==> config.mk <==
export PLATFORM = sky130hd
export DESIGN_NAME = mapped_multiply_divide_unit
export DESIGN_NICKNAME = d
export VERILOG_FILES = /design/src/design/mmdu_pkg.sv /design/src/design/mmdu_core.sv /design/src/design/mapped_multiply_divide_unit.sv
export SDC_FILE = /design/constraint.sdc
export NUM_CORES = 1
export LEC_CHECK = 0
export BUFFER_PORTS_ARGS = -buffer_cell sky130_fd_sc_hd__buf_2
export CORE_MARGIN = 2
export CORE_UTILIZATION = 64
export DETAILED_ROUTE_END_ITERATION = 10
export HOLD_SLACK_MARGIN = 0.03
export PLACE_DENSITY = 0.89
export SLEW_MARGIN = 10
export SYNTH_ARGS = -nofsm -noshare
export SYNTH_HDL_FRONTEND = slang
export SYNTH_SLANG_ARGS = --single-unit
==> constraint.sdc <==
create_clock -name clock -period 11.9 [get_ports clock]
set_input_delay 0.595 -clock clock [delete_from_list [all_inputs] [get_ports clock]]
set_output_delay 0.595 -clock clock [all_outputs]
set_load 0.05 [all_outputs]
==> src/design/mmdu_pkg.sv <==
// ----------------------------------------------------------------------------
// mmdu_pkg: shared types and constants for the mapped multiply/divide unit
// Window region codes, bus commands, iteration counts and the control and
// status structs between the bus front end and the arithmetic core.
// ----------------------------------------------------------------------------
package mmdu_pkg;

   // Bus commands
   localparam logic CMD_READ  = 1'b0;
   localparam logic CMD_WRITE = 1'b1;

   // Window regions, taken from offset bits [4:3]
   localparam logic [1:0] RGN_QUOT = 2'b00;   // offsets 0-7
   localparam logic [1:0] RGN_OPER = 2'b01;   // offsets 8-15
   localparam logic [1:0] RGN_PROD = 2'b10;   // offsets 16-23
   localparam logic [1:0] RGN_NONE = 2'b11;   // offsets 24-31, outside the window

   // Operand and result widths
   localparam int OP_W     = 32;
   localparam int FRAC_W   = 32;
   localparam int RES_W    = 2 * OP_W;

   // Iteration counts of the shared unit
   localparam int MUL_STEPS = OP_W;
   localparam int DIV_STEPS = OP_W + FRAC_W;
   localparam int CNT_W     = $clog2(DIV_STEPS);

   localparam logic [CNT_W-1:0] MUL_LAST = CNT_W'(MUL_STEPS - 1);
   localparam logic [CNT_W-1:0] DIV_LAST = CNT_W'(DIV_STEPS - 1);

   // Front end to core
   typedef struct packed {
      logic start;
   } core_ctrl_type;

   // Core to front end
   typedef struct packed {
      logic busy;
      logic done;
   } core_stat_type;

endpackage

==> src/design/mmdu_core.sv <==
// ----------------------------------------------------------------------------
// mmdu_core: iterative multiplier and divider on one shared add/subtract unit
// Runs 32 shift-add steps for the 64-bit product, then 64 restoring steps
// for the 32.32 quotient (A<<32)/B. A zero divisor yields all ones.
// ----------------------------------------------------------------------------
module mmdu_core
   import mmdu_pkg::*;
(
   input  logic                clock,
   input  logic                reset,
   input  core_ctrl_type       ctrl,
   input  logic [OP_W-1:0]     opa,
   input  logic [OP_W-1:0]     opb,
   output core_stat_type       stat,
   output logic [RES_W-1:0]    product,
   output logic [RES_W-1:0]    quotient
);

   localparam logic [1:0] C_IDLE = 2'd0;
   localparam logic [1:0] C_MUL  = 2'd1;
   localparam logic [1:0] C_DIV  = 2'd2;
   localparam logic [1:0] C_DONE = 2'd3;

   localparam int ALU_W = OP_W + 2;

   logic [1:0]        state_ff, state_in;
   logic [CNT_W-1:0]  count_ff, count_in;
   logic [RES_W-1:0]  prod_ff, prod_in;
   logic [RES_W-1:0]  quot_ff, quot_in;
   logic [OP_W-1:0]   rem_ff, rem_in;

   logic              alu_sub;
   logic [ALU_W-1:0]  alu_x;
   logic [ALU_W-1:0]  alu_y;
   logic [ALU_W-1:0]  alu_res;
   logic              borrow;

   // Shared unit: add for the multiply, trial subtract for the divide
   assign alu_sub = (state_ff == C_DIV);
   assign alu_x   = alu_sub ? {1'b0, rem_ff, quot_ff[RES_W-1]}
                            : {2'b00, prod_ff[RES_W-1:OP_W]};
   assign alu_y   = {2'b00, opb};
   assign alu_res = alu_sub ? (alu_x - alu_y) : (alu_x + alu_y);
   assign borrow  = alu_res[ALU_W-1];

   // Sequencer and datapath next values
   always_comb begin
      state_in = state_ff;
      count_in = count_ff;
      prod_in  = prod_ff;
      quot_in  = quot_ff;
      rem_in   = rem_ff;
      unique case (state_ff)
         C_IDLE: begin
            if (ctrl.start) begin
               prod_in  = {{OP_W{1'b0}}, opa};
               quot_in  = {opa, {FRAC_W{1'b0}}};
               rem_in   = '0;
               count_in = '0;
               state_in = C_MUL;
            end
         end
         C_MUL: begin
            // add B into the upper half when the multiplier bit is set, shift right
            if (prod_ff[0]) begin
               prod_in = {alu_res[OP_W:0], prod_ff[OP_W-1:1]};
            end else begin
               prod_in = {1'b0, prod_ff[RES_W-1:1]};
            end
            count_in = count_ff + 1'b1;
            if (count_ff == MUL_LAST) begin
               count_in = '0;
               state_in = C_DIV;
            end
         end
         C_DIV: begin
            // keep the difference when it does not borrow, shift in the quotient bit
            if (borrow) begin
               rem_in = alu_x[OP_W-1:0];
            end else begin
               rem_in = alu_res[OP_W-1:0];
            end
            quot_in  = {quot_ff[RES_W-2:0], ~borrow};
            count_in = count_ff + 1'b1;
            if (count_ff == DIV_LAST) begin
               state_in = C_DONE;
            end
         end
         C_DONE: begin
            state_in = C_IDLE;
         end
         default: begin
            state_in = C_IDLE;
         end
      endcase
   end

   // Control registers
   always_ff @(posedge clock) begin
      if (reset) begin
         state_ff <= C_IDLE;
         count_ff <= '0;
      end else begin
         state_ff <= state_in;
         count_ff <= count_in;
      end
   end

   // Datapath registers
   always_ff @(posedge clock) begin
      prod_ff <= prod_in;
      quot_ff <= quot_in;
      rem_ff  <= rem_in;
   end

   assign stat.busy = (state_ff != C_IDLE);
   assign stat.done = (state_ff == C_DONE);
   assign product   = prod_ff;
   assign quotient  = quot_ff;

endmodule

==> src/design/mapped_multiply_divide_unit.sv <==
// A write, a read outside the window or a read of fresh results
//   returns its byte in the cycle after the transfer.
// A read of stale results first runs 32 multiply steps and 64 divide
//   steps through one shared 34-bit add/subtract unit, plus load and finish.
// Throughput: one transfer in flight; the next is taken once the byte leaves.
// Reset clears operands to zero and marks the results stale.
// ----------------------------------------------------------------------------
// mapped_multiply_divide_unit: byte-wide bus-mapped multiplier and divider
// Holds operands A and B, recomputes the product and 32.32 quotient on the
// first read after reset or after any write in the window, and returns one byte per bus transfer.
// ----------------------------------------------------------------------------
module mapped_multiply_divide_unit
   import mmdu_pkg::*;
(
   input  logic        clock,
   input  logic        reset,
   input  logic        req_valid,
   output logic        req_ready,
   input  logic        req_cmd,
   input  logic [4:0]  req_reg_offset,
   input  logic [7:0]  req_write_byte,
   output logic        rsp_valid,
   input  logic        rsp_ready,
   output logic [7:0]  rsp_read_byte
);

   localparam logic ST_IDLE = 1'b0;
   localparam logic ST_CALC = 1'b1;

   logic              state_ff, state_in;
   logic [OP_W-1:0]   opa_ff, opa_in;
   logic [OP_W-1:0]   opb_ff, opb_in;
   logic              fresh_ff, fresh_in;
   logic [4:0]        off_ff, off_in;
   logic              rsp_valid_ff, rsp_valid_in;
   logic [7:0]        rsp_byte_ff, rsp_byte_in;

   logic              accept;
   logic [4:0]        sel_off;
   logic [7:0]        sel_byte;
   core_ctrl_type     core_ctrl;
   core_stat_type     core_stat;
   logic [RES_W-1:0]  product;
   logic [RES_W-1:0]  quotient;

   mmdu_core u_core (
      .clock    (clock),
      .reset    (reset),
      .ctrl     (core_ctrl),
      .opa      (opa_ff),
      .opb      (opb_ff),
      .stat     (core_stat),
      .product  (product),
      .quotient (quotient)
   );

   assign req_ready = (state_ff == ST_IDLE) && (!rsp_valid_ff || rsp_ready);
   assign accept    = req_valid && req_ready;

   // Select the addressed window byte
   assign sel_off = (state_ff == ST_CALC) ? off_ff : req_reg_offset;

   always_comb begin
      unique case (sel_off[4:3])
         RGN_QUOT: sel_byte = quotient[{sel_off[2:0], 3'b000} +: 8];
         RGN_OPER: begin
            if (sel_off[2]) begin
               sel_byte = opb_ff[{sel_off[1:0], 3'b000} +: 8];
            end else begin
               sel_byte = opa_ff[{sel_off[1:0], 3'b000} +: 8];
            end
         end
         RGN_PROD: sel_byte = product[{sel_off[2:0], 3'b000} +: 8];
         RGN_NONE: sel_byte = 8'h00;
         default:  sel_byte = 8'h00;
      endcase
   end

   // Bus front end
   always_comb begin
      state_in        = state_ff;
      opa_in          = opa_ff;
      opb_in          = opb_ff;
      fresh_in        = fresh_ff;
      off_in          = off_ff;
      rsp_valid_in    = rsp_valid_ff;
      rsp_byte_in     = rsp_byte_ff;
      core_ctrl.start = 1'b0;

      // drop the result once transferred
      if (rsp_valid_ff && rsp_ready) begin
         rsp_valid_in = 1'b0;
      end

      unique case (state_ff)
         ST_IDLE: begin
            if (accept) begin
               off_in = req_reg_offset;
               priority if (req_reg_offset[4:3] == RGN_NONE) begin
                  rsp_valid_in = 1'b1;
                  rsp_byte_in  = 8'h00;
               end else if (req_cmd == CMD_WRITE) begin
                  // store operand bytes; any write in the window stales the results
                  if (req_reg_offset[4:3] == RGN_OPER) begin
                     if (req_reg_offset[2]) begin
                        opb_in[{req_reg_offset[1:0], 3'b000} +: 8] = req_write_byte;
                     end else begin
                        opa_in[{req_reg_offset[1:0], 3'b000} +: 8] = req_write_byte;
                     end
                  end
                  fresh_in     = 1'b0;
                  rsp_valid_in = 1'b1;
                  rsp_byte_in  = 8'h00;
               end else if (fresh_ff) begin
                  rsp_valid_in = 1'b1;
                  rsp_byte_in  = sel_byte;
               end else begin
                  core_ctrl.start = 1'b1;
                  state_in        = ST_CALC;
               end
            end
         end
         ST_CALC: begin
            // hold until the core finishes, then return the byte
            if (core_stat.done) begin
               fresh_in     = 1'b1;
               rsp_valid_in = 1'b1;
               rsp_byte_in  = sel_byte;
               state_in     = ST_IDLE;
            end
         end
         default: begin
            state_in = ST_IDLE;
         end
      endcase
   end

   // Control and operand registers
   always_ff @(posedge clock) begin
      if (reset) begin
         state_ff     <= ST_IDLE;
         opa_ff       <= '0;
         opb_ff       <= '0;
         fresh_ff     <= 1'b0;
         rsp_valid_ff <= 1'b0;
      end else begin
         state_ff     <= state_in;
         opa_ff       <= opa_in;
         opb_ff       <= opb_in;
         fresh_ff     <= fresh_in;
         rsp_valid_ff <= rsp_valid_in;
      end
   end

   // Payload registers
   always_ff @(posedge clock) begin
      off_ff      <= off_in;
      rsp_byte_ff <= rsp_byte_in;
   end

   assign rsp_valid     = rsp_valid_ff;
   assign rsp_read_byte = rsp_byte_ff;

   // Never take a transfer while the core is computing
   assert property (@(posedge clock) disable iff (reset)
      core_stat.busy |-> !req_ready)
      else $error("transfer accepted while core busy");

   // A finished computation leaves fresh results and a pending byte
   assert property (@(posedge clock) disable iff (reset)
      core_stat.done |=> fresh_ff && rsp_valid_ff)
      else $error("core done without fresh result");

   // A write in the window stales the results and returns zero
   assert property (@(posedge clock) disable iff (reset)
      (accept && req_cmd == CMD_WRITE && req_reg_offset[4:3] != RGN_NONE)
      |=> !fresh_ff && rsp_valid_ff && rsp_byte_ff == 8'h00)
      else $error("write did not stale results");

   // No result is pending while computing
   assert property (@(posedge clock) disable iff (reset)
      (state_ff == ST_CALC) |-> !rsp_valid_ff)
      else $error("result pending during computation");

endmodule

; Yosys cells after proc, flatten, opt, wreduce, memory -nomap -nowiden
; Cells that the tools add are included.
[totals]
reg_bits = 248
inputBits = 18
elab_cells = 110
out_inout_bits = 10
[op_classes]
reduce_logical = 19
addsub = 4
n_mux = 47
bitwise_logic = 4
eq_ne = 18
n_shift = 6
[op_table]
columns = operator, n
row1 = case mux 64 bit (2 select lines), 2
row2 = 2-to-1 mux 64 bit, 3
row3 = indexed part select 64 x 7 -> 8 bit, 2
row4 = bitwise mux 32 bit, 2
row5 = 2-to-1 mux 32 bit, 2
row6 = case mux 32 bit (2 select lines), 1
row7 = indexed part select 32 x 6 -> 8 bit, 2
row8 = 2-to-1 mux 8 bit, 6
row9 = adder 34 x 32 -> 34 bit, 1
row10 = 2-to-1 mux 34 bit, 1
row11 = subtractor 34 x 32 -> 34 bit, 1
row12 = 2-to-1 mux 33 bit, 1
row13 = case mux 8 bit (4 select lines), 1
row14 = variable shift 8 x 7 -> 32 bit (first input constant), 1
row15 = indexed part select 8 x 7 -> 32 bit, 1
row16 = case mux 6 bit (3 select lines), 1
row17 = 2-to-1 mux 1 bit, 16
row18 = case mux 8 bit (2 select lines), 1
row19 = 2-to-1 mux 6 bit, 2
row20 = AND reduction 6 bit, 2
row21 = equality test 2 bit (second input constant), 5
row22 = != test 2 bit (second input constant), 5
row23 = case mux 2 bit (4 select lines), 1
row24 = AND reduction 2 bit, 4
row25 = 19 further kinds, 34

; Longest topological paths before layout
[depth]
ltp_word = 9
depth_mapped = 19
ltp_nobuf = 17

; Cells and area by module
; A second synthesis with hierarchy kept.
[unflattened]
cells_unflattened = 1498
area_unflattened_um2 = 15466.1
[modules_own_cells]
columns = module, area_each_um2, seq_area_each_um2, cells_each, instances
row1 = mmdu_core, 10189.8, 4964.8, 906, 1
row2 = mapped_multiply_divide_unit, 5276.3, 1731.7, 592, 1

; Worst setup path before layout
; Ideal clock, no wire load.
[synth_path]
path_type = flip-flop to flip-flop
from = register u_core.state_ff[0]
to = register u_core.quot_ff[0], in the netlist u_core.quotient[0], enable pin
n_path_buf = 2
synth_period_minus_slack_ps = 8412
required_ps = 11217
setup_slack_ps = 3488
setup_time_ps = 683
stages_incl_launch_ff = 7
t_arrival_ps = 7729
path_cell_list = dfxtp_1 -> inv_1 -> ha_1 -> clkbuf_8 -> inv_1 -> clkbuf_1 -> o21ai_0
[synth_via]
elab_chain_len = 3
word_cells_on_any_way = 5
classes_between = 2 x eq/ne / 3 x reduce/logical
[synth_lines]
columns = element, line_no
row1 = start: declaration, mmdu_core.sv:26  ; logic [1:0] state_ff, state_in;
row2 = start signal: assignment, mmdu_core.sv:104  ; state_ff <= state_in;
row3 = equality test 2 bit or logical NOT 2 bit (tied branches), mmdu_core.sv:53  ; unique case (state_ff)
row4 = nonzero test 2 bit (no line) or != test 2 bit (tied branches), --
row5 = AND reduction 2 bit (no line) (*), --
row6 = end signal: assignment, mmdu_core.sv:112  ; quot_ff <= quot_in;
row7 = end: declaration, mmdu_core.sv:29  ; logic [RES_W-1:0] quot_ff, quot_in;
; Every way passes the cells marked *; elsewhere a longest branch is shown, timed or not.
; A chain may end at the register's enable or synchronous reset.

; Final worst setup path
[layout_path]
from = register opb_ff[2]
to = register u_core.rem_ff[14], data pin
[layout_via]
elab_chain_len = 4
word_cells_on_any_way = 5
classes_between = 2 x add/sub / 3 x mux
[layout_lines]
columns = element, line_no
row1 = start: declaration, mapped_multiply_divide_unit.sv:32  ; logic [OP_W-1:0] opb_ff, opb_in;
row2 = start signal: assignment, mapped_multiply_divide_unit.sv:149  ; opb_ff <= opb_in;
row3 = adder 34 x 32 -> 34 bit or subtractor 34 x 32 -> 34 bit (tied branches), mmdu_core.sv:43  ; assign alu_res = alu_sub ? (alu_x - alu_y) : (alu_x + alu_y);
row4 = 2-to-1 mux 34 bit (*), mmdu_core.sv:43
row5 = 2-to-1 mux 32 bit (*), mmdu_core.sv:78  ; if (borrow) begin
row6 = case mux 32 bit (2 select lines) (*), mmdu_core.sv:53
row7 = end signal: assignment, mmdu_core.sv:113  ; rem_ff <= rem_in;
row8 = end: declaration, mmdu_core.sv:30  ; logic [OP_W-1:0] rem_ff, rem_in;
; Marked as above.

==> results by group <==
Floorplan
  – # rows: between 50 and 60
  – Io pins: 28
  – Die Ht: 158 um
  – Starting Density: 0.648
  – Core footprint: roughly 23,000 um^2
  – Die span in x: about 160 um
  – DIE AREA: roughly 25,000 um^2

Synth
  – Synth warn: 0
  – Post-Syn Instances: 1,611
  – Top FF cell, synth: edfxtp_1
  – Async set-or-reset flop fraction in the synthesized netlist: 0
  – Post-synth cell types: 75
  – Syn Std Cell Area: approximately 15,000 um^2
  – Register area share after synthesis: 0.443
  – EDFF count, synth: 173
  – Mapped Avg Cell Area: roughly 9.4 um^2
  – Number of synthesized register bits: approximately 250
  – Synth Net Count: roughly 1,700

Worst setup path
  – Worst Setup EP: u_core.rem_ff[14]
  – Crit Path Category: flip-flop to flip-flop
  – Crit path from: opb_ff[2]
  – Critical path launch point type: flip-flop
  – Reg2Reg Setup Slack: ~6.4 ns
  – Worst-path fanout max: 25
  – R2R cell count: 18
  – CP arrival: about 5.8 ns
  – R2r endpoint: u_core.rem_ff[14]
  – WP data required: 12.19 ns
  – Worst reg2reg startpoint: opb_ff[2]
  – Crit. End Element: flip-flop

Clock tree
  – Worst-Skew Late Latency: about 0.56 ns
  – CTS H-tree lvls: 1
  – Root Buffer: clkbuf_16
  – CTS tree: yes
  – CTS Buf Count: 27
  – Hold bufs inserted after CTS: 0
  – CTS sink count: 248
  – Post-CTS Setup Bufs: 0
  – CTS Buffer Depth: 3
  – Clock transition at path regs: roughly 0.06 ns
  – Cts repair resizes: 0

Global routing
  – First-pass GRT wire length: around 67 mm
  – Largest net degree at the start of global routing: just over 80
  – Vias in the first global route: roughly 12,000
  – Gr ovfl total: 0
  – Initial antenna violation count: 0
  – GR Util All Layers: 0.347

Power and ir drop
  – PwrDens: a little over 200 nW/um^2
  – Leak: 0.00583 uW
  – Peak supply drop: around 0.24 mV

Final layout
  – Share of layout cells above drive strength 1: 0.128
  – Antenna cells: 0
  – Final Util: 0.699
  – Most frequent cells in the layout: nand2_1 (242), edfxtp_1 (173), a21oi_1 (136), nor2_1 (128), mux2_2 (89)
  – Area growth, synth to finish: 7.83%
  – Post-Layout Inst Area: around 16,000 um^2
  – Most common cell after layout, fill and taps aside: nand2_1
  – Nets@finish: roughly 1,600

Timing
  – Max Slew Vio Count: 0
  – Worst slew pin tran: 1.13 ns
  – RSZ-0062 raised after global routing: no
  – Final min period: approximately 5.5 ns
  – Slew headroom: 0.245
  – Skew final: approximately 0.014 ns
  – WHS: 0.276 ns
  – Period utilization: 0.461
  – Fmax: approximately 180 MHz
  – Final setup margin: around 6.4 ns
  – Fin. Hold Viols: 0
  – Final setup violation count: 0
  – Setup TNS: 0 ns

Run status
  – Status: completed

Flow run
  – Max Cap Viol: 0

Hold path
  – Hold crit path type: input port to flip-flop

Routing
  – Drt drc: 0
  – Via count: about 13,000
  – Drt pass-1 iters: 9
  – Wirelength per Cell: 22.7 um
  – Routed WL: about 44 mm
  – Antenna-violating nets left: 0
  – Via density: approximately 6.7
  – Initial DRC Count: 1,463

Place
  – Post-DP HPWL: 29.2 mm
  – Post-Place Setup Slack: about 6.5 ns
  – Gp weighted congestion: ~0.97
  – # port buffers: 27
  – Placed inst area: 15,400 um^2
critical path, stage by stage, from the launching register on:
cell,delay (ns)
dfxtp_1,0.36
nor3_1,0.48
nand4b_1,0.39
nor3_2,0.34
nand2b_2,0.14
nor4_1,0.48
nor2_1,0.11
xnor2_1,0.16
ha_1,0.49
nand3_1,0.17
nor4_1,0.37
a22oi_1,0.14
a31oi_1,0.26
inv_1,0.06
o211ai_1,0.08
a21boi_4,0.33
buf_4,0.49
mux2i_1,0.29
nor2_1,0.06
layer usage:
layer,global-route usage,vias to the layer above,wire (um)
li1,-,5799,-
met1,0.478,6117,17200
met2,0.546,766,19900
met3,0.0638,139,4610
met4,0.138,0,1850
met5,0,-,0
cells by family (layout without fill, tap and decap cells):
group / count (synthesis) / in the layout / synth area share
AO/OA/AOI/OAI: 350 / 350 / 0.147
multiplexers: 150 / 150 / 0.107
AND/OR/NAND/NOR: 622 / 622 / 0.194
adder cells (fa/ha/maj): 46 / 46 / 0.0386
buffers and inverters: 139 / 126 / 0.0387
XOR/XNOR: 56 / 56 / 0.0324
flip-flops: 248 / 248 / 0.443
flip-flops by register name, summed over array words and instances (netlist names):
register / count
u_core.product: 64
u_core.quotient: 64
opa_ff: 32
opb_ff: 32
u_core.rem_ff: 32
rsp_read_byte: 8
u_core.count_ff: 6
off_ff: 5
u_core.state_ff: 2
fresh_ff: 1
rsp_valid: 1
state_ff: 1
cell type report:
| class | instances | area, um^2 |
|---|---|---|
| Timing Repair Buffer | 45 | 270 |
| Fill cell | 1689 | 7030 |
| Tap cell | 319 | 399 |
| Clock buffer | 41 | 790 |
| Sequential cell | 248 | 6700 |
| Multi-Input combinational cell | 1224 | 7920 |
| Clock inverter | 9 | 111 |
| Inverter | 31 | 116 |
cell usage after synthesis, types with 5 or more instances:
library cell	instances	area, um^2
nor2b_1	7	43.8
mux2i_1	61	611
a311oi_1	24	210
mux2_2	89	1000
buf_2	5	25.0
nand4_1	6	37.5
edfxtp_1	173	5190
ha_1	45	563
dfxtp_1	75	1500
a211oi_1	45	338
and2_1	75	469
nand3_1	87	435
o21a_1	7	52.6
buf_6	5	56.3
a21oi_1	136	681
xnor2_1	43	377
nor2_1	128	480
o22ai_1	13	81.3
o21ai_0	34	170
nand2b_1	6	37.5
nand2_1	242	908
clkbuf_1	91	342
buf_1	5	18.8
xor2_1	13	114
inv_1	29	109
a31oi_1	30	188
nor4_1	6	37.5
and3_1	15	93.8
nor3_1	20	100
a21o_1	19	143
through the flow:
stage / std cells / power, uW
floorplan: 1611 / 2170
global placement: 1867 / 2420
detailed placement: 1867 / 2460
CTS: 1917 / 3320
global route: 1917 / 3500
finish: 1917 / 3350
where the power goes:
group	internal [uW]	switching (uW)
sequential	1090	90.4
clock	503	358
combinational	498	806
total	2100	1250
worst min-delay path by stage:
stage	start	endpoint	slack, ns	depth (start not counted)
after floorplan	fresh_ff	fresh_ff	0.45	2
after global placement	fresh_ff	fresh_ff	0.47	2
after detailed placement	fresh_ff	fresh_ff	0.48	2
after CTS	req_reg_offset[3]	off_ff[3]	0.27	1
after global routing	req_reg_offset[3]	off_ff[3]	0.27	1
final	req_reg_offset[3]	off_ff[3]	0.28	1
No activity file was read; power rests on OpenSTA's default activity.
